File: src/rtl/core/iqpe_pkg.sv
package iqpe_pkg;

    // Ring geometry.
    localparam int QUEUE_DEPTH = 64;
    localparam int QPTR_W      = (QUEUE_DEPTH > 1) ? $clog2(QUEUE_DEPTH) : 1;

    // Field widths fixed by the interface.
    localparam int SLOT_W     = 6;
    localparam int DB_OFF_W   = 19;
    localparam int CID_W      = 16;
    localparam int COUNT_W    = 16;
    localparam int ADDR_W     = 64;
    localparam int STATUS_W   = 16;
    localparam int OUTCOME_W  = 3;
    localparam int CFG_IDX_W  = 4;
    localparam int CFG_DATA_W = 64;

    // Doorbell layout.
    localparam logic [DB_OFF_W-1:0] DB_BASE   = DB_OFF_W'(32'h1000);
    localparam logic [DB_OFF_W-1:0] DB_STRIDE = DB_OFF_W'(4);

    // Opcodes.
    localparam logic [7:0] OPC_WRITE = 8'h01;
    localparam logic [7:0] OPC_READ  = 8'h02;

    // Item kinds.
    localparam logic FUNC_SUBMIT   = 1'b0;
    localparam logic FUNC_COMPLETE = 1'b1;

    // Outcome codes.
    localparam logic [OUTCOME_W-1:0] OUT_REJECTED    = 3'd0;
    localparam logic [OUTCOME_W-1:0] OUT_POSTED      = 3'd1;
    localparam logic [OUTCOME_W-1:0] OUT_NOT_PRESENT = 3'd2;
    localparam logic [OUTCOME_W-1:0] OUT_DONE_OK     = 3'd3;
    localparam logic [OUTCOME_W-1:0] OUT_DONE_ERROR  = 3'd4;

    // Configuration register indexes.
    localparam logic [CFG_IDX_W-1:0] CFG_CONTROLLER_READY = 4'd0;
    localparam logic [CFG_IDX_W-1:0] CFG_DIRECT_MAP_BASE  = 4'd1;
    localparam logic [CFG_IDX_W-1:0] CFG_DB_STRIDE_CODE   = 4'd2;
    localparam logic [CFG_IDX_W-1:0] CFG_MAX_SECTORS      = 4'd3;

    localparam logic [COUNT_W-1:0] MAX_SECTORS_RESET = 16'd8;

    typedef struct packed {
        logic                controller_ready;
        logic [ADDR_W-1:0]   direct_map_base;
        logic [3:0]          doorbell_stride_code;
        logic [COUNT_W-1:0]  max_sectors;
    } cfg_t;

    typedef struct packed {
        logic                func;
        logic                is_write;
        logic [63:0]         start_lba;
        logic [COUNT_W-1:0]  sector_count;
        logic [ADDR_W-1:0]   buffer_virt;
        logic [STATUS_W-1:0] completion_status;
    } req_t;

    typedef struct packed {
        logic [OUTCOME_W-1:0] outcome;
        logic [SLOT_W-1:0]    sq_slot;
        logic [31:0]          command_word0;
        logic [ADDR_W-1:0]    data_pointer;
        logic [31:0]          lba_low_word;
        logic [31:0]          lba_high_word;
        logic [COUNT_W-1:0]   blocks_minus_one;
        logic [DB_OFF_W-1:0]  doorbell_offset;
        logic [SLOT_W-1:0]    doorbell_value;
    } rsp_t;

    // Input register contents handed to the execute logic.
    typedef struct packed {
        logic valid;
        req_t item;
    } stage_t;

endpackage

File: src/rtl/core/iqpe_if.sv
interface iqpe_req_if;
    logic                             valid;
    logic                             ready;
    logic                             func;
    logic                             is_write;
    logic [63:0]                      start_lba;
    logic [iqpe_pkg::COUNT_W-1:0]     sector_count;
    logic [iqpe_pkg::ADDR_W-1:0]      buffer_virt;
    logic [iqpe_pkg::STATUS_W-1:0]    completion_status;

    modport source (
        output valid, func, is_write, start_lba, sector_count, buffer_virt,
               completion_status,
        input  ready
    );
    modport sink (
        input  valid, func, is_write, start_lba, sector_count, buffer_virt,
               completion_status,
        output ready
    );
endinterface

interface iqpe_rsp_if;
    logic                             valid;
    logic                             ready;
    logic [iqpe_pkg::OUTCOME_W-1:0]   outcome;
    logic [iqpe_pkg::SLOT_W-1:0]      sq_slot;
    logic [31:0]                      command_word0;
    logic [iqpe_pkg::ADDR_W-1:0]      data_pointer;
    logic [31:0]                      lba_low_word;
    logic [31:0]                      lba_high_word;
    logic [iqpe_pkg::COUNT_W-1:0]     blocks_minus_one;
    logic [iqpe_pkg::DB_OFF_W-1:0]    doorbell_offset;
    logic [iqpe_pkg::SLOT_W-1:0]      doorbell_value;

    modport source (
        output valid, outcome, sq_slot, command_word0, data_pointer, lba_low_word,
               lba_high_word, blocks_minus_one, doorbell_offset, doorbell_value,
        input  ready
    );
    modport sink (
        input  valid, outcome, sq_slot, command_word0, data_pointer, lba_low_word,
               lba_high_word, blocks_minus_one, doorbell_offset, doorbell_value,
        output ready
    );
endinterface

interface iqpe_cfg_if;
    logic                             valid;
    logic                             ready;
    logic [iqpe_pkg::CFG_IDX_W-1:0]   index;
    logic [iqpe_pkg::CFG_DATA_W-1:0]  data;

    modport source (output valid, index, data, input ready);
    modport sink (input valid, index, data, output ready);
endinterface

File: src/rtl/core/io_queue_pair_engine_top.sv
// Channel  Dir  Role
// req      in   submit requests and observed completion entries
// rsp      out  one result item per request item
// cfg      in   register writes (index, data); always ready
//
// Each item passes an input register and then a result register; one item per
// cycle is sustained while rsp is ready. Queue pointers, phase and command id
// update when an item moves from the input register into the result register.
// Reset (rst_n low, asynchronous) empties both registers and restores the
// queue state and configuration defaults. A stalled result holds the input
// register; an item is still taken while the result register is being drained.
module io_queue_pair_engine_top (
    input  logic        clk,
    input  logic        rst_n,
    iqpe_req_if.sink    req,
    iqpe_rsp_if.source  rsp,
    iqpe_cfg_if.sink    cfg
);

    iqpe_pkg::cfg_t    regs;
    iqpe_pkg::stage_t  stage;
    iqpe_pkg::rsp_t    result;
    logic              advance;

    iqpe_cfg_regs u_cfg_regs (
        .clk   (clk),
        .rst_n (rst_n),
        .cfg   (cfg),
        .regs  (regs)
    );

    iqpe_in_stage u_in_stage (
        .clk     (clk),
        .rst_n   (rst_n),
        .req     (req),
        .advance (advance),
        .stage   (stage)
    );

    iqpe_exec u_exec (
        .clk     (clk),
        .rst_n   (rst_n),
        .regs    (regs),
        .stage   (stage),
        .advance (advance),
        .result  (result)
    );

    iqpe_out_stage u_out_stage (
        .clk        (clk),
        .rst_n      (rst_n),
        .load_valid (stage.valid),
        .result     (result),
        .advance    (advance),
        .rsp        (rsp)
    );

endmodule

File: src/rtl/core/iqpe_cfg_regs.sv
module iqpe_cfg_regs (
    input  logic             clk,
    input  logic             rst_n,
    iqpe_cfg_if.sink         cfg,
    output iqpe_pkg::cfg_t   regs
);

    iqpe_pkg::cfg_t regs_reg;
    iqpe_pkg::cfg_t regs_next;

    assign cfg.ready = 1'b1;
    assign regs      = regs_reg;

    always_comb
    begin
        regs_next = regs_reg;
        if (cfg.valid)
        begin
            case (cfg.index)
                iqpe_pkg::CFG_CONTROLLER_READY:
                    regs_next.controller_ready = cfg.data[0];
                iqpe_pkg::CFG_DIRECT_MAP_BASE:
                    regs_next.direct_map_base = cfg.data;
                iqpe_pkg::CFG_DB_STRIDE_CODE:
                    regs_next.doorbell_stride_code = cfg.data[3:0];
                iqpe_pkg::CFG_MAX_SECTORS:
                    regs_next.max_sectors = cfg.data[iqpe_pkg::COUNT_W-1:0];
                default:
                    regs_next = regs_reg;
            endcase
        end
    end

    always_ff @(posedge clk or negedge rst_n)
    begin
        if (!rst_n)
        begin
            regs_reg.controller_ready     <= 1'b0;
            regs_reg.direct_map_base      <= '0;
            regs_reg.doorbell_stride_code <= 4'd0;
            regs_reg.max_sectors          <= iqpe_pkg::MAX_SECTORS_RESET;
        end
        else
        begin
            regs_reg <= regs_next;
        end
    end

endmodule

File: src/rtl/core/iqpe_in_stage.sv
module iqpe_in_stage (
    input  logic               clk,
    input  logic               rst_n,
    iqpe_req_if.sink           req,
    input  logic               advance,
    output iqpe_pkg::stage_t   stage
);

    logic            valid_reg;
    logic            valid_next;
    iqpe_pkg::req_t  item_reg;
    logic            load;

    // The register can take a new item when empty or when its item moves on.
    assign req.ready  = !valid_reg || advance;
    assign load       = req.valid && req.ready;
    assign valid_next = load || (valid_reg && !advance);

    assign stage.valid = valid_reg;
    assign stage.item  = item_reg;

    always_ff @(posedge clk or negedge rst_n)
    begin
        if (!rst_n)
        begin
            valid_reg <= 1'b0;
        end
        else
        begin
            valid_reg <= valid_next;
        end
    end

    always_ff @(posedge clk)
    begin
        if (load)
        begin
            item_reg.func              <= req.func;
            item_reg.is_write          <= req.is_write;
            item_reg.start_lba         <= req.start_lba;
            item_reg.sector_count      <= req.sector_count;
            item_reg.buffer_virt       <= req.buffer_virt;
            item_reg.completion_status <= req.completion_status;
        end
    end

endmodule

File: src/rtl/core/iqpe_exec.sv
module iqpe_exec (
    input  logic               clk,
    input  logic               rst_n,
    input  iqpe_pkg::cfg_t     regs,
    input  iqpe_pkg::stage_t   stage,
    input  logic               advance,
    output iqpe_pkg::rsp_t     result
);

    logic [iqpe_pkg::QPTR_W-1:0] sq_tail_reg, sq_tail_next;
    logic [iqpe_pkg::QPTR_W-1:0] cq_head_reg, cq_head_next;
    logic                        cq_phase_reg, cq_phase_next;
    logic [iqpe_pkg::CID_W-1:0]  cid_reg, cid_next;

    logic                             fire;
    logic                             reject;
    logic                             present;
    logic [iqpe_pkg::QPTR_W-1:0]      tail_inc;
    logic [iqpe_pkg::QPTR_W-1:0]      head_inc;
    logic [iqpe_pkg::DB_OFF_W-1:0]    stride;
    logic [iqpe_pkg::DB_OFF_W-1:0]    sq_db_off;
    logic [iqpe_pkg::DB_OFF_W-1:0]    cq_db_off;
    iqpe_pkg::req_t                   it;

    localparam logic [iqpe_pkg::QPTR_W-1:0] LAST_SLOT =
        iqpe_pkg::QPTR_W'(iqpe_pkg::QUEUE_DEPTH - 1);

    assign it   = stage.item;
    assign fire = stage.valid && advance;

    assign tail_inc = (sq_tail_reg == LAST_SLOT) ? '0 : sq_tail_reg + 1'b1;
    assign head_inc = (cq_head_reg == LAST_SLOT) ? '0 : cq_head_reg + 1'b1;

    // Submission doorbell is queue index 2, completion doorbell index 3.
    assign stride    = iqpe_pkg::DB_STRIDE << regs.doorbell_stride_code;
    assign sq_db_off = iqpe_pkg::DB_BASE + (stride << 1);
    assign cq_db_off = iqpe_pkg::DB_BASE + (stride << 1) + stride;

    assign reject  = !regs.controller_ready || (it.sector_count == '0)
                     || (it.sector_count > regs.max_sectors);
    assign present = regs.controller_ready
                     && (it.completion_status[0] == cq_phase_reg);

    always_comb
    begin
        result        = '0;
        sq_tail_next  = sq_tail_reg;
        cq_head_next  = cq_head_reg;
        cq_phase_next = cq_phase_reg;
        cid_next      = cid_reg;

        case (it.func)
            iqpe_pkg::FUNC_SUBMIT:
            begin
                if (reject)
                begin
                    result.outcome = iqpe_pkg::OUT_REJECTED;
                end
                else
                begin
                    result.outcome          = iqpe_pkg::OUT_POSTED;
                    result.sq_slot          = iqpe_pkg::SLOT_W'(sq_tail_reg);
                    result.command_word0    = {cid_reg, 8'h00,
                        (it.is_write ? iqpe_pkg::OPC_WRITE : iqpe_pkg::OPC_READ)};
                    result.data_pointer     = it.buffer_virt - regs.direct_map_base;
                    result.lba_low_word     = it.start_lba[31:0];
                    result.lba_high_word    = it.start_lba[63:32];
                    result.blocks_minus_one = it.sector_count - 1'b1;
                    result.doorbell_offset  = sq_db_off;
                    result.doorbell_value   = iqpe_pkg::SLOT_W'(tail_inc);
                    sq_tail_next            = tail_inc;
                    cid_next                = cid_reg + 1'b1;
                end
            end
            iqpe_pkg::FUNC_COMPLETE:
            begin
                if (!present)
                begin
                    result.outcome = iqpe_pkg::OUT_NOT_PRESENT;
                end
                else
                begin
                    // Status code is bits 11:1; the upper nibble is ignored.
                    result.outcome = (it.completion_status[11:1] == '0)
                                     ? iqpe_pkg::OUT_DONE_OK
                                     : iqpe_pkg::OUT_DONE_ERROR;
                    result.doorbell_offset = cq_db_off;
                    result.doorbell_value  = iqpe_pkg::SLOT_W'(head_inc);
                    cq_head_next           = head_inc;
                    if (head_inc == '0)
                    begin
                        cq_phase_next = !cq_phase_reg;
                    end
                end
            end
            default:
            begin
                result = '0;
            end
        endcase
    end

    always_ff @(posedge clk or negedge rst_n)
    begin
        if (!rst_n)
        begin
            sq_tail_reg  <= '0;
            cq_head_reg  <= '0;
            cq_phase_reg <= 1'b1;
            cid_reg      <= '0;
        end
        else if (fire)
        begin
            sq_tail_reg  <= sq_tail_next;
            cq_head_reg  <= cq_head_next;
            cq_phase_reg <= cq_phase_next;
            cid_reg      <= cid_next;
        end
    end

endmodule

File: src/rtl/core/iqpe_out_stage.sv
module iqpe_out_stage (
    input  logic             clk,
    input  logic             rst_n,
    input  logic             load_valid,
    input  iqpe_pkg::rsp_t   result,
    output logic             advance,
    iqpe_rsp_if.source       rsp
);

    logic            valid_reg;
    logic            valid_next;
    iqpe_pkg::rsp_t  data_reg;
    logic            load;

    // The result register takes a new item when empty or being drained.
    assign advance    = !valid_reg || rsp.ready;
    assign load       = load_valid && advance;
    assign valid_next = load || (valid_reg && !rsp.ready);

    assign rsp.valid            = valid_reg;
    assign rsp.outcome          = data_reg.outcome;
    assign rsp.sq_slot          = data_reg.sq_slot;
    assign rsp.command_word0    = data_reg.command_word0;
    assign rsp.data_pointer     = data_reg.data_pointer;
    assign rsp.lba_low_word     = data_reg.lba_low_word;
    assign rsp.lba_high_word    = data_reg.lba_high_word;
    assign rsp.blocks_minus_one = data_reg.blocks_minus_one;
    assign rsp.doorbell_offset  = data_reg.doorbell_offset;
    assign rsp.doorbell_value   = data_reg.doorbell_value;

    always_ff @(posedge clk or negedge rst_n)
    begin
        if (!rst_n)
        begin
            valid_reg <= 1'b0;
        end
        else
        begin
            valid_reg <= valid_next;
        end
    end

    always_ff @(posedge clk)
    begin
        if (load)
        begin
            data_reg <= result;
        end
    end

endmodule
File: src/flat_wrapper.sv
// flat-port wrapper written by rule: the top's interface ports become plain ports
module io_queue_pair_engine_top_flat 
  (clk, rst_n, req_valid, req_func, req_is_write, req_start_lba, req_sector_count, req_buffer_virt, req_completion_status, req_ready, rsp_valid, rsp_outcome, rsp_sq_slot, rsp_command_word0, rsp_data_pointer, rsp_lba_low_word, rsp_lba_high_word, rsp_blocks_minus_one, rsp_doorbell_offset, rsp_doorbell_value, rsp_ready, cfg_valid, cfg_index, cfg_data, cfg_ready);
  iqpe_req_if req_i ();
  iqpe_rsp_if rsp_i ();
  iqpe_cfg_if cfg_i ();
  input  logic clk;
  input  logic rst_n;
  input wire logic [$bits(req_i.valid)-1:0] req_valid;
  input wire logic [$bits(req_i.func)-1:0] req_func;
  input wire logic [$bits(req_i.is_write)-1:0] req_is_write;
  input wire logic [$bits(req_i.start_lba)-1:0] req_start_lba;
  input wire logic [$bits(req_i.sector_count)-1:0] req_sector_count;
  input wire logic [$bits(req_i.buffer_virt)-1:0] req_buffer_virt;
  input wire logic [$bits(req_i.completion_status)-1:0] req_completion_status;
  output wire logic [$bits(req_i.ready)-1:0] req_ready;
  output wire logic [$bits(rsp_i.valid)-1:0] rsp_valid;
  output wire logic [$bits(rsp_i.outcome)-1:0] rsp_outcome;
  output wire logic [$bits(rsp_i.sq_slot)-1:0] rsp_sq_slot;
  output wire logic [$bits(rsp_i.command_word0)-1:0] rsp_command_word0;
  output wire logic [$bits(rsp_i.data_pointer)-1:0] rsp_data_pointer;
  output wire logic [$bits(rsp_i.lba_low_word)-1:0] rsp_lba_low_word;
  output wire logic [$bits(rsp_i.lba_high_word)-1:0] rsp_lba_high_word;
  output wire logic [$bits(rsp_i.blocks_minus_one)-1:0] rsp_blocks_minus_one;
  output wire logic [$bits(rsp_i.doorbell_offset)-1:0] rsp_doorbell_offset;
  output wire logic [$bits(rsp_i.doorbell_value)-1:0] rsp_doorbell_value;
  input wire logic [$bits(rsp_i.ready)-1:0] rsp_ready;
  input wire logic [$bits(cfg_i.valid)-1:0] cfg_valid;
  input wire logic [$bits(cfg_i.index)-1:0] cfg_index;
  input wire logic [$bits(cfg_i.data)-1:0] cfg_data;
  output wire logic [$bits(cfg_i.ready)-1:0] cfg_ready;
  assign req_i.valid = req_valid;
  assign req_i.func = req_func;
  assign req_i.is_write = req_is_write;
  assign req_i.start_lba = req_start_lba;
  assign req_i.sector_count = req_sector_count;
  assign req_i.buffer_virt = req_buffer_virt;
  assign req_i.completion_status = req_completion_status;
  assign req_ready = req_i.ready;
  assign rsp_valid = rsp_i.valid;
  assign rsp_outcome = rsp_i.outcome;
  assign rsp_sq_slot = rsp_i.sq_slot;
  assign rsp_command_word0 = rsp_i.command_word0;
  assign rsp_data_pointer = rsp_i.data_pointer;
  assign rsp_lba_low_word = rsp_i.lba_low_word;
  assign rsp_lba_high_word = rsp_i.lba_high_word;
  assign rsp_blocks_minus_one = rsp_i.blocks_minus_one;
  assign rsp_doorbell_offset = rsp_i.doorbell_offset;
  assign rsp_doorbell_value = rsp_i.doorbell_value;
  assign rsp_i.ready = rsp_ready;
  assign cfg_i.valid = cfg_valid;
  assign cfg_i.index = cfg_index;
  assign cfg_i.data = cfg_data;
  assign cfg_ready = cfg_i.ready;
  io_queue_pair_engine_top u_core (.clk(clk), .rst_n(rst_n), .req(req_i), .rsp(rsp_i), .cfg(cfg_i));
endmodule
File: config.mk
export PLATFORM = sky130hd
export DESIGN_NAME = io_queue_pair_engine_top_flat
export DESIGN_NICKNAME = d
export VERILOG_FILES = /design/src/rtl/core/iqpe_pkg.sv /design/src/rtl/core/iqpe_if.sv /design/src/rtl/core/io_queue_pair_engine_top.sv /design/src/rtl/core/iqpe_cfg_regs.sv /design/src/rtl/core/iqpe_in_stage.sv /design/src/rtl/core/iqpe_exec.sv /design/src/rtl/core/iqpe_out_stage.sv /design/src/flat_wrapper.sv
export SDC_FILE = /design/constraint.sdc
export NUM_CORES = 1
export LEC_CHECK = 0
export BUFFER_PORTS_ARGS = -buffer_cell sky130_fd_sc_hd__buf_2
export CORE_MARGIN = 2
export CORE_UTILIZATION = 50
export CTS_BUF_LIST = sky130_fd_sc_hd__clkbuf_2
export DETAILED_ROUTE_END_ITERATION = 6
export GPL_ROUTABILITY_DRIVEN = 0
export GPL_TIMING_DRIVEN = 0
export PLACE_DENSITY = 0.77
export SYNTH_ARGS = -nofsm -noshare
export SYNTH_HDL_FRONTEND = slang
export SYNTH_SLANG_ARGS = --single-unit
File: constraint.sdc
create_clock -name clk -period 5.5 [get_ports clk]
set_input_delay 0.825 -clock clk [delete_from_list [all_inputs] [get_ports clk]]
set_output_delay 0.825 -clock clk [all_outputs]
set_load 0.01 [all_outputs]
==> results.json, run 1 <==
{
  "grt_util_met2_pct": 50.1,
  "power_per_cell_area_nw_per_um2": 343,
  "detailed_place.area_sq_um": 25000,
  "synth.avg_cell_area_sq_um": 12.0,
  "worstPathArrival_ps": 4940,
  "global_route.peak_usage_layer": "met2",
  "final_area_sq_um": 28300,
  "syn_inst": 1820,
  "drt_pass1_iterations": 7,
  "floorplan.initialDensity_pct": 50.7,
  "root_buffer": "clkbuf_2",
  "final-instance-count-excl-fill": 3304,
  "leak_nw": 12.3,
  "synth_top_family_by_area": "simple AND/OR/NAND/NOR gates",
  "switching_share_pct": 34.7,
  "dp.cells": 2855,
  "buffer_ports.inserted": 426,
  "timing.final.hold_violations": 0,
  "number_of_antenna_violations_at_the_first_check_in_global_routing": 10,
  "crit-reg2reg-launch": "u_core.u_cfg_regs.regs[17]",
  "die_width_um": 213,
  "worstHoldEndpoint": "u_core.u_cfg_regs.regs[84]",
  "cts.sinks": 468,
  "die_span_y_um": 213,
  "hold-path-cell-count": 3,
  "yosys_warnings": 0,
  "highest_attainable_clock_frequency_mhz": 246,
  "remaining_drc_errors": 0,
  "synthToLayoutAreaGrowth_pct": 29.8,
  "synth.mux.area_fraction_pct": 1.39,
  "combPwrFrac_pct": 28.7,
  "fillCellCount": 3052,
  "register_area_sq_um": 13500,
  "via_per_inst": 5.41,
  "global_route_wire_length_before_repair_um": 99000,
  "layout-drive-gt1-share_pct": 26.6,
  "cts_made_buffers": 114,
  "intPower_w": 0.00636,
  "grt_pass1_vias": 18677,
  "worst_ir_drop_vdd_mv": 0.201,
  "hold_path_startpoint": "cfg_index[0]",
  "holdBufCountCts": 226,
  "tightest_slew_ps": 1330,
  "seq_power_share_pct": 46.1,
  "clock-skew-final_ps": 104,
  "synth-edff-count": 352,
  "postCtsSetupRepairBufs": 0,
  "post_synth_instance_area_sq_um": 21800,
  "gr-usage-met1_pct": 32.6,
  "timing.critical_path.required_ps": 6370,
  "multi_input_area_sq_um": 7540,
  "tritoncts": "built",
  "cap_viol_max_count": 0,
  "io-pin-count": 448,
  "worst_skew_pair.late_latency_ps": 1170,
  "reg2reg_depth": 14,
  "synthDominantCellAreaShare_pct": 48.4,
  "maxSlewHeadroom_pct": 10.2,
  "core_area_sq_um": 43100,
  "gr-usage-all-layers_pct": 28.5,
  "synth.most_common_cell": "edfxtp_1",
  "synthArstFlopShare_pct": 24.8,
  "outcome": "finished, final reports clean",
  "final_antenna_net_count": 0,
  "route.vias.total": 17864,
  "ys_seq_area_share_pct": 61.7,
  "number_of_max_slew_violations_in_the_final_report": 0,
  "route.detailed.wl_per_inst_um": 19.9,
  "total_of_cells_resized_after_clock_tree_synthesis": 0,
  "rsz_0062_raised_after_global_routing": "false",
  "final_core_util_pct": 65.8,
  "cts.htree.levels": 3,
  "worstHoldPathType": "in2reg",
  "synthesized_area_fraction_occupied_by_and_or_nand_nor_cells_pct": 12.2,
  "minimum_clock_period_ps": 4070,
  "finalWirelength_um": 65600,
  "netlist_cell_types": 73,
  "grt-ovfl-total": 0,
  "final.period_utilization_pct": 74.0,
  "yosys_register_bits": 468,
  "cts-root-to-sink-buffers": 3,
  "ys.flop_type": "edfxtp_1",
  "critPathKind": "reg2reg",
  "yosys-top-cells-count": "edfxtp_1, nor2_1, nand2_1",
  "p_clk_share_pct": 25.2,
  "largest_register_ff_count": 158,
  "clkTransAtPathRegs_ps": 120,
  "power_w": 0.00973,
  "post_layout_net_count": 2947,
  "hold_ws_ps": 159,
  "cp-end-kind": "flip-flop",
  "grt_max_degree": 66,
  "core.rowCount": 76,
  "netlist.top_cell.by_area": "edfxtp_1",
  "synth_compound_area_share_pct": 10.5,
  "r2r_setup_slack_ps": 1430,
  "critPathLaunchType": "flip-flop",
  "final_setup_vio_count": 0,
  "detailedRoute.firstIterationViolations": 1559,
  "netSwitchingPower_w": 0.00338,
  "synthXorXnorAreaFrac_pct": 4.29,
  "hpwlAfterDp_um": 42500,
  "die_footprint_sq_um": 45300,
  "post_synth_fa_ha_maj_area_fraction_pct": 5.80,
  "global_route.usage.met3_pct": 7.00,
  "timing.critical_path.fanout_max": 10,
  "synth_area_leaders": "edfxtp_1, dfrtp_1, ha_1",
  "crit-reg2reg-capture": "u_core.u_out_stage.rsp.doorbell_offset[18]"
}
-- metrics by stage --
| stage | setup TNS [ps] | worst slack [ps] |
|---|---|---|
| after floorplan | 0 | 301 |
| after global placement | -364100 | -1540 |
| after detailed placement | 0 | 1490 |
| after CTS | 0 | 1490 |
| after global routing | 0 | 1160 |
| final | 0 | 1430 |
-- layout by cell type (no fill, tap or decap), types with 6 or more instances in the layout --
cell and n:
a211oi_1 6, a21o_1 37, a21oi_1 96, a22o_1 9
a31oi_1 10, and2_1 84, and2_4 12, and3_1 10
buf_12 6, buf_2 443, buf_4 18, clkbuf_1 50
clkbuf_2 178, clkinv_1 22, clkinv_2 9, conb_1 17
dfrtp_1 114, diode_2 9, dlygate4sd3_1 226, edfxtp_1 352
ha_1 98, inv_1 110, mux2_2 26, nand2_1 141
nand2b_1 15, nand3_1 35, nand4_1 29, nor2_1 146
nor2b_1 9, nor3_1 28, nor4_1 12, o211ai_1 9
o21a_1 15, o21ai_0 119, o21bai_1 17, o22ai_1 7
o31ai_1 6, or3_1 10, xnor2_1 69, xor2_1 38
-- cell families after synthesis --
family,after synthesis
AND/OR/NAND/NOR,544
XOR/XNOR,107
AO/OA/AOI/OAI,370
other,2
flip-flops,468
buffers and inverters,202
adder cells (fa/ha/maj),100
multiplexers,27
-- cell type report --
cell class | count | share of cell area (%)
diodes | 9 | 0.0795
inverters | 111 | 1.48
plain buffers | 91 | 1.63
flip-flops and latches | 468 | 47.5
clock buffers | 178 | 3.14
well taps | 585 | 2.58
repair buffers | 661 | 16.2
multi-input cells | 1165 | 26.6
clock inverters | 36 | 0.742
-- critical path, cell delays in order (launching register included) --
cell	delay [ps]
dfrtp_1	340
clkbuf_1	330
nand2b_1	200
nor3_1	500
ha_1	330
a21o_1	150
a21o_1	200
a211oi_1	410
o21ai_0	200
a31oi_1	280
nor2b_1	80
o21a_1	200
o41a_1	330
xor2_1	150
a22o_1	180
-- power by group through the flow --
stage | registers (W) | clock network [W] | logic [W]
finish | 0.00449 | 0.00245 | 0.00279
global route | 0.00452 | 0.00266 | 0.00305
CTS | 0.00447 | 0.00246 | 0.00271
detailed placement | 0.00455 | 0 | 0.00256
global placement | 0.00457 | 0 | 0.00246
floorplan | 0.00461 | 0 | 0.00170
-- per-layer routing --
layer | part of all wire, % | vias to the layer above
li1 | - | 8141
met1 | 37 | 8545
met2 | 50 | 993
met3 | 8.8 | 179
met4 | 3.9 | 6
met5 | 0.053 | -
-- how the worst max path moves through the flow --
stage	depth (start not counted)	startpoint	end
6_report	14	u_core.u_cfg_regs.regs[17]	u_core.u_out_stage.rsp.doorbell_offset[18]
3_3_place_gp	3	rsp_ready	u_core.u_in_stage.stage[95]
3_5_place_dp	14	u_core.u_cfg_regs.regs[17]	u_core.u_out_stage.rsp.doorbell_offset[18]
4_1_cts	14	u_core.u_cfg_regs.regs[17]	u_core.u_out_stage.rsp.doorbell_offset[18]
2_1_floorplan	2	rsp_ready	u_core.u_in_stage.stage[0]
5_1_grt	14	u_core.u_cfg_regs.regs[17]	u_core.u_out_stage.rsp.doorbell_offset[18]
(Power assumes the default switching activity.)
==> run 2, diff against run 1 <==
Clock period 5.5 ns to 3.7 ns, I/O delays scaled along.
==> run 2 against run 1 <==
Against the previous run: the run now ends with negative setup slack left; sequential power is 49% higher; total power is 53% higher; sequential share of layout area is 1.8 points lower; critical path type unchanged.
==> results.json, run 2 (synthesized netlist as in run 1, its figures left out) <==
{
  "cts_made_buffers": 115,
  "outcome": "finished, violations left",
  "final.period_utilization_pct": 105,
  "root_buffer": "clkbuf_2",
  "final_common_cell": "buf_2",
  "timing.critical_path.fanout_max": 10,
  "global_route_wire_length_before_repair_um": 106000,
  "worstHoldPathType": "in2reg",
  "tightest_slew_ps": 1080,
  "worst_skew_pair.late_latency_ps": 1200,
  "leak_nw": 12.8,
  "finalWirelength_um": 70500,
  "violations": "negative setup slack",
  "maxSlewHeadroom_pct": 28.0,
  "detailedRoute.firstIterationViolations": 1638,
  "number_of_antenna_violations_at_the_first_check_in_global_routing": 4,
  "highest_attainable_clock_frequency_mhz": 257,
  "cp-end-kind": "flip-flop",
  "p_clk_share_pct": 26.1,
  "global_route.usage.met3_pct": 8.62,
  "via_per_inst": 5.50,
  "cts-root-to-sink-buffers": 3,
  "synthToLayoutAreaGrowth_pct": 35.0,
  "combPwrFrac_pct": 29.0,
  "remaining_drc_errors": 0,
  "layout-drive-gt1-share_pct": 26.8,
  "io-pin-count": 448,
  "cts.htree.levels": 3,
  "tritoncts": "built",
  "timing.final.hold_violations": 0,
  "grt_pass1_vias": 19237,
  "cts.sinks": 468,
  "intPower_w": 0.00970,
  "final_setup_vio_count": 3,
  "gr-usage-all-layers_pct": 30.6,
  "number_of_max_slew_violations_in_the_final_report": 0,
  "grt_util_met2_pct": 52.1,
  "worst_ir_drop_vdd_mv": 0.312,
  "timing.critical_path.required_ps": 4640,
  "route.detailed.wl_per_inst_um": 20.8,
  "cap_viol_max_count": 0,
  "netSwitchingPower_w": 0.00523,
  "critPathLaunchType": "flip-flop",
  "floorplan.initialDensity_pct": 50.7,
  "final_antenna_net_count": 0,
  "switching_share_pct": 35.0,
  "register_area_sq_um": 13500,
  "worstPathArrival_ps": 4830,
  "global_route.peak_usage_layer": "met2",
  "pre_cts_slack_ps": -368,
  "grt-ovfl-total": 0,
  "post_layout_net_count": 3040,
  "route.vias.total": 18687,
  "clkTransAtPathRegs_ps": 100,
  "core_area_sq_um": 43100,
  "minimum_clock_period_ps": 3890,
  "fillCellCount": 2881,
  "gr-usage-met1_pct": 34.6,
  "die_footprint_sq_um": 45300,
  "critPathKind": "reg2reg",
  "seq_power_share_pct": 44.9,
  "final.setup.worst_slack_ps": -188,
  "most_used_cells_in_the_layout_excluding_fill_and_tap_cells": "buf_2, edfxtp_1, dlygate4sd3_1",
  "hold_ws_ps": 112,
  "buffer_ports.inserted": 426,
  "clock-skew-final_ps": 127,
  "final_layout_setup_total_negative_slack_ps": -339,
  "drt_pass1_iterations": 6,
  "hpwlAfterDp_um": 42100,
  "die_width_um": 213,
  "die_span_y_um": 213,
  "grt_max_degree": 69,
  "multi_input_area_sq_um": 7670,
  "core.rowCount": 76,
  "power_per_cell_area_nw_per_um2": 506,
  "largest_register_ff_count": 158
}
==> run 2: through the flow <==
step           total power (W)  instances  util [%]  area, sq um
6_report                0.0149       3395      68.4        29500
5_1_grt                 0.0157       3393      68.4        29500
4_1_cts                 0.0145       3385      68.1        29300
3_5_place_dp            0.0105       2855      58.0        25000
3_3_place_gp            0.0104       2846      57.5        24800
2_1_floorplan          0.00936       1835         -        21900
==> run 2: layout make-up <==
type | instances | share of cell area, %
clock inverters | 32 | 0.777
inverters | 111 | 1.43
clock buffers | 185 | 3.14
diodes | 5 | 0.0424
repair buffers | 755 | 18.8
multi-input cells | 1165 | 26.0
plain buffers | 89 | 1.56
flip-flops and latches | 468 | 45.7
well taps | 585 | 2.48
==> run 2: final timing paths <==
path / cells after the start / slack (ps) / startpoint / end
worst min-delay path: 2 / 110 / req_start_lba[34] / u_core.u_in_stage.stage[130]
worst min register to register: 1 / 480 / u_core.u_exec.cid_reg[9] / u_core.u_exec.cid_reg[9]
worst max-delay path: 14 / -190 / u_core.u_cfg_regs.regs[16] / u_core.u_out_stage.rsp.doorbell_offset[17]
max in group asynchronous: 4 / 2800 / rst_n / u_core.u_cfg_regs.regs[68]
worst max register to register: 14 / -190 / u_core.u_cfg_regs.regs[16] / u_core.u_out_stage.rsp.doorbell_offset[17]
min in group asynchronous: 3 / 530 / rst_n / u_core.u_cfg_regs.regs[3]
==> run 2: what timing repair did <==
item	4_1_cts	5_1_grt
hold buffers	314	5
buffers inserted	0	1
setup endpoints to repair	3	17
pin swaps	0	3
hold endpoints to repair	395	5
gates resized for setup	6	23
==> run 2: power by group through the flow <==
| stage | Combinational [W] | Clock [W] | Sequential [W] |
|---|---|---|---|
| floorplan | 0.00253 | 0 | 0.00684 |
| global placement | 0.00365 | 0 | 0.00678 |
| detailed placement | 0.00377 | 0 | 0.00676 |
| CTS | 0.00410 | 0.00380 | 0.00665 |
| global route | 0.00472 | 0.00420 | 0.00675 |
| finish | 0.00434 | 0.00389 | 0.00670 |
==> run 2: worst max-delay path, cell delays in order (launching register included) <==
cell	delay, ps
dfrtp_1	420
clkbuf_2	220
nor4_1	680
ha_1	350
fa_1	280
a21o_1	140
a21oi_1	100
o21bai_1	200
a21oi_1	150
o21bai_1	330
a211oi_2	150
o21bai_1	170
a21oi_1	120
xnor2_1	140
a22o_1	210
==> run 2: routing by layer <==
metal	vias up	share of wire, %
met3	286	9.4
met2	1146	49
met5	-	0
met4	0	5.4
met1	8918	36
li1	8337	-
